[config.mk]
export PLATFORM = sky130hd
export DESIGN_NAME = rmm_cell
export DESIGN_NICKNAME = d
export VERILOG_FILES = /design/src/rtl/rmm_pkg.sv /design/src/rtl/rmm_cell.sv
export SDC_FILE = /design/constraint.sdc
export NUM_CORES = 1
export LEC_CHECK = 0
export ABC_AREA = 0
export BUFFER_PORTS_ARGS = -buffer_cell sky130_fd_sc_hd__clkbuf_2
export CORE_UTILIZATION = 30
export CTS_BUF_LIST = sky130_fd_sc_hd__clkbuf_4
export DETAILED_ROUTE_END_ITERATION = 7
export GPL_TIMING_DRIVEN = 0
export HOLD_SLACK_MARGIN = 0.06
export PLACE_DENSITY = 0.71
export SLEW_MARGIN = 20
export SYNTH_ARGS = -nofsm -noshare
export SYNTH_HDL_FRONTEND = slang
export SYNTH_SLANG_ARGS = --single-unit
[constraint.sdc]
create_clock -name clk_i -period 2.17 [get_ports clk_i]
set_input_delay 0.434 -clock clk_i [delete_from_list [all_inputs] [get_ports clk_i]]
set_output_delay 0.434 -clock clk_i [all_outputs]
set_load 0.005 [all_outputs]
[src/rtl/rmm_pkg.sv]
// rmm_pkg: shared types and constants for the running median multiset block
// no dependencies

package rmm_pkg;

  localparam int unsigned DataW  = 32;
  localparam int unsigned CountW = 7;

  typedef enum logic {
    OP_ADD    = 1'b0,
    OP_REMOVE = 1'b1
  } op_e;

  typedef logic signed [DataW-1:0] data_t;

  // control broadcast from the sequencer to every cell
  typedef struct packed {
    logic cmp_en;
    logic upd_en;
    logic upd_ok;
    op_e  op;
  } cell_ctrl_t;

endpackage

[src/rtl/rmm_cell.sv]
// rmm_cell: one slot of the sorted chain, holds a value and its compare flags
// depends on rmm_pkg

module rmm_cell (
  input  logic                clk_i,
  input  logic                rst_ni,
  input  rmm_pkg::cell_ctrl_t ctrl_i,
  input  rmm_pkg::data_t      value_i,
  input  logic                valid_i,
  input  rmm_pkg::data_t      left_val_i,
  input  logic                left_gt_i,
  input  rmm_pkg::data_t      right_val_i,
  output rmm_pkg::data_t      val_o,
  output logic                gt_o,
  output logic                hit_o
);

  rmm_pkg::data_t val_q, val_d;
  logic           gt_q, gt_d;
  logic           eq_q, eq_d;

  // add: slot moves when it holds a larger value or is empty
  // remove: slot moves when it holds a value at or above the key
  always_comb begin
    if (ctrl_i.op == rmm_pkg::OP_ADD) begin
      gt_d = !valid_i || (val_q > value_i);
    end else begin
      gt_d = valid_i && (val_q >= value_i);
    end
    eq_d = valid_i && (val_q == value_i);
  end

  always_comb begin
    val_d = val_q;
    if (ctrl_i.upd_en && ctrl_i.upd_ok && gt_q) begin
      if (ctrl_i.op == rmm_pkg::OP_ADD) begin
        val_d = left_gt_i ? left_val_i : value_i;
      end else begin
        val_d = right_val_i;
      end
    end
  end

  always_ff @(posedge clk_i or negedge rst_ni) begin
    if (!rst_ni) begin
      gt_q <= 1'b0;
      eq_q <= 1'b0;
    end else if (ctrl_i.cmp_en) begin
      gt_q <= gt_d;
      eq_q <= eq_d;
    end
  end

  always_ff @(posedge clk_i) begin
    val_q <= val_d;
  end

  assign val_o = val_q;
  assign gt_o  = gt_q;
  // first slot at or above the key holds it exactly
  assign hit_o = gt_q && !left_gt_i && eq_q;

endmodule

Yosys cells after proc, flatten, opt, wreduce, memory -nomap -nowiden. Index checks and enable logic that the tools add are counted.

Register bits: 34. Input bits: 104. Output and inout bits: 34. Word-level logic and storage cells: 18.

$lt $le $gt $ge: 2. Equality and inequality tests: 1. Multiplexer cells: 3. Reduce and logical (&&, ||, !) cells: 9.

Operators by type and width (number): 32-bit two-way mux (2); 32-bit == test (1); 32-bit >= comparator (1); 32-bit > comparator (1); 1-bit logical AND (6); 1-bit zero test (2); 1-bit logical OR (1); 1-bit two-way mux (1).

Longest topological paths before layout.
Depth after elaboration: 3. Gate-level depth with buffers: 8. Mapped depth without buffers: 8.

Worst setup path after synthesis. No wires, ideal clock.

Path type: in2reg. From: input value_i[15]. To: register gt_q (netlist: gt_o). Library setup time: 119 ps. Data arrival time: 2010 ps. Required time: 2051 ps. Slack: 42 ps. Stages: 8. Buffers on the path: 0. Cells stage by stage: inv_1 > ha_1 > nand4_1 > or3_4 > nor3_4 > nor2b_1 > a311o_1 > o21a_1.

Longest elaborated chain between the ends: 3. Elaborated cells between the ends (all ways): 5.

Ends and longest elaborated chain: from (decl) (RTL line rmm_cell.sv:8) `input rmm_pkg::data_t value_i,`; 32-bit > comparator or 32-bit >= comparator (tied branches) (RTL line rmm_cell.sv:26, rmm_cell.sv:28); 1-bit logical OR or 1-bit logical AND (tied branches) (RTL line rmm_cell.sv:26, rmm_cell.sv:28); 1-bit two-way mux * (RTL line rmm_cell.sv:25) `if (ctrl_i.op == rmm_pkg::OP_ADD) begin`; to (signal assigned) (RTL line rmm_cell.sv:49) `gt_q <= gt_d;`; to (decl) (RTL line rmm_cell.sv:19) `logic gt_q, gt_d;`.

Every way passes the cells marked *; elsewhere a longest branch is shown, timed or not. A chain may end at the register's enable or synchronous reset.

Worst setup path after layout.
From: register val_q[1] (netlist: val_o[1]). To: register gt_q (netlist: gt_o).

Longest elaborated chain between the ends: 3. Elaborated cells between the ends (all ways): 5.

Ends and longest elaborated chain: from (decl) (RTL line rmm_cell.sv:18) `rmm_pkg::data_t val_q, val_d;`; from (signal assigned) (RTL line rmm_cell.sv:55) `val_q <= val_d;`; 32-bit > comparator or 32-bit >= comparator (tied branches) (RTL line rmm_cell.sv:26, rmm_cell.sv:28); 1-bit logical OR or 1-bit logical AND (tied branches) (RTL line rmm_cell.sv:26, rmm_cell.sv:28); 1-bit two-way mux * (RTL line rmm_cell.sv:25).

Marked as above.

==> flow_summary.ini <==
[status]
status = finished, final reports clean

[clock_tree]
clock_latency_ns = 0.33
cts.sinks = 34
cts_buffers = 5
clock-root-buffer = clkbuf_4
clkTransAtPathRegs_ns = 0.11
clk_path_buf_depth = 2
cts_tree = yes
htreeDepth = 2

[floorplanning]
core_sq_mm = 0.008299
ios = 138
die_h_microns = 95.01
die_x_microns = 95.01
rows = 33
dieArea_sq_mm = 0.009026
initial_core_util_pct = 31.27

[worst_setup_path]
reg2reg_slack_ns = 0.02
cp-end-kind = flop
path_class = flop to flop
cp.required_ns = 2.40
worstSetupStartpointType = flop
cp_max_fo = 2
cp.arrival_ns = 2.38

[power]
p_leak_nw = 1.890
p_comb_share_pct = 29.5
ir_worst_vdd_v = 0.0002197
p_per_area_mw_per_mm2 = 439.4
switching_share_pct = 28.96
p_clk_share_pct = 22.1
p_sw_uw = 474.2
p_int_mw = 1.163
p_total_mw = 1.638
p_seq_share_pct = 48.4

[sta]
finalClockSkew_ns = 0.003129
whs_ns = 0.3767
hold_violations = 0
slew_headroom_pct = 63.42
fin_crit_ns = 2.148
drv_slew = 0
setup_tns_ns = 0
max_freq_mhz = 465.6
setup_viol = 0
rsz0062_at_grt = true
tightest_slew_ns = 0.5487
post-route-period-util_pct = 98.97

[layout]
mostFrequentLayoutCells = 136 x clkbuf_2, 43 x nand2_1, 34 x o21ai_0
final_area_sq_mm = 0.003727
fin_nets = 567
drive_gt1_share_pct = 42.00
n_antenna_cell = 0
fill_cells = 834
final_common_cell = clkbuf_2
syn_to_final_growth_pct = 43.64

[yosys]
yosys_warnings = 0
netlist_area_sq_mm = 0.002595
yosys_most_used_dff = edfxtp_1
synth_cell_types = 32
async_reset_ff_share_pct = 5.882
synth_edf_count = 32
syn-instance-count = 271
ys_seq_area_share_pct = 38.96
synth_fp_nets = 407
avgSynthCellArea_sq_um = 9.576
synth_seq_cells = 34

[placement]
postPlaceCellArea_sq_mm = 0.003436
io_buffers = 136
dpl.hpwl_microns = 5833
routabilityCongestion = 0.7740

[grt]
first_global_vias = 2519
grt_overflow = 0
grt_use_met1_pct = 19.23
grt.busiest_layer = met2
globalRouteTotalUtil_pct = 16.41
grt_use_met2_pct = 29.68
met3_usage_pct = 4.106
grt_start_max_net_pins = 18
antenna_found_initial = 0
grt_pass1_wl_microns = 11320

[route]
vias = 2594
wire_per_inst_microns = 13.62
drt_first_pass_iters = 6
drtIter0Drc = 55
ant_nets = 0
routed_wl_microns = 7300
drc = 0
via_per_inst = 4.840

[flow_run]
maxCapViolCount = 0

[min_path]
hold_class = input port to flop
cell families after synthesis:
| logic type | synth area share (%) |
|---|---|
| AOI/OAI and AO/OA | 14.80 |
| adders and majority gates | 15.43 |
| buffers and inverters | 6.509 |
| DFF | 38.96 |
| muxes | 12.34 |
| and+or+nand+nor | 11.96 |
synthesized netlist by cell type (2+ instances only):
master / instances / share of area [%]
nand2_1: 43 / 6.2
o21ai_0: 36 / 6.9
inv_1: 33 / 4.8
edfxtp_1: 32 / 37
ha_1: 32 / 15
mux2i_1: 32 / 12
a21oi_1: 11 / 2.1
clkbuf_1: 8 / 1.2
nand4_1: 7 / 1.7
o211ai_1: 4 / 1.2
buf_2: 3 / 0.58
nor2_1: 3 / 0.43
o21a_1: 3 / 0.87
o22ai_1: 3 / 0.72
a211oi_1: 2 / 0.58
dfrtp_1: 2 / 1.9
nand3_1: 2 / 0.39
per-layer routing:
layer / vias to the layer above / share of wire, %
met3: 10 / 5.9
li1: 1296 / -
met5: - / 0
met2: 88 / 49
met1: 1200 / 44
met4: 0 / 1.2
stage by stage:
| stage | setup slack, ns | std cells | util, % |
|---|---|---|---|
| 2_1_floorplan | 0.04174 | 271 | - |
| 3_3_place_gp | -0.2658 | 512 | 41.05 |
| 3_5_place_dp | -0.2546 | 513 | 41.40 |
| 4_1_cts | 0.0003493 | 530 | 43.68 |
| 5_1_grt | -0.08557 | 536 | 44.91 |
| 6_report | 0.02240 | 536 | 44.91 |
cell type report:
cell class	instances	area, sq um	share of cell area, %
clock buffer	7	52.55	1.410
tap	105	131.4	3.525
multi-input combinational	193	1533	41.12
sequential	34	1011	27.12
timing repair buffer	153	830.8	22.29
buffer	11	45.04	1.208
inverter	33	123.9	3.323
registers in the layout (all words and copies together), names as in the netlist:
signal,flops
val_o,32
gt_o,1
eq_q,1
worst max-delay path, cell delays in order (launching register included):
cell and delay (ns):
edfxtp_1 0.46, ha_4 0.25, nor2b_4 0.12, o211ai_1 0.22, a211oi_2 0.11, or3_2 0.42, a311o_1 0.32, o21a_1 0.17
power groups by stage:
stage | Combinational (mW) | Clock [mW] | Sequential (mW)
after floorplan | 0.227 | 0 | 0.806
after global placement | 0.418 | 0 | 0.806
after detailed placement | 0.440 | 0 | 0.806
after CTS | 0.469 | 0.386 | 0.792
after global routing | 0.549 | 0.401 | 0.797
final | 0.483 | 0.362 | 0.793
final timing paths:
kind,endpoint,startpoint,cells past startpoint
worst max-delay path,gt_o$_DFFE_PN0P_,val_o[1]$_DFFE_PP_,7
worst min-delay path,val_o[15]$_DFFE_PP_,right_val_i[15],3
worst max register to register,gt_o$_DFFE_PN0P_,val_o[1]$_DFFE_PP_,7
worst min register to register,eq_q$_DFFE_PN0P_,eq_q$_DFFE_PN0P_,2
max in group asynchronous,eq_q$_DFFE_PN0P_,rst_ni,2
min in group asynchronous,gt_o$_DFFE_PN0P_,rst_ni,2
timing repair:
action | in CTS | in global routing
setup endpoints to repair | 1 | 1
setup buffers | 9 | 6
hold buffers | 1 | 0
pin swaps | 9 | 14
gates resized for setup | 7 | 8
endpoints found under the hold margin | 2 | 0
No activity file was read; power rests on OpenSTA's default activity.
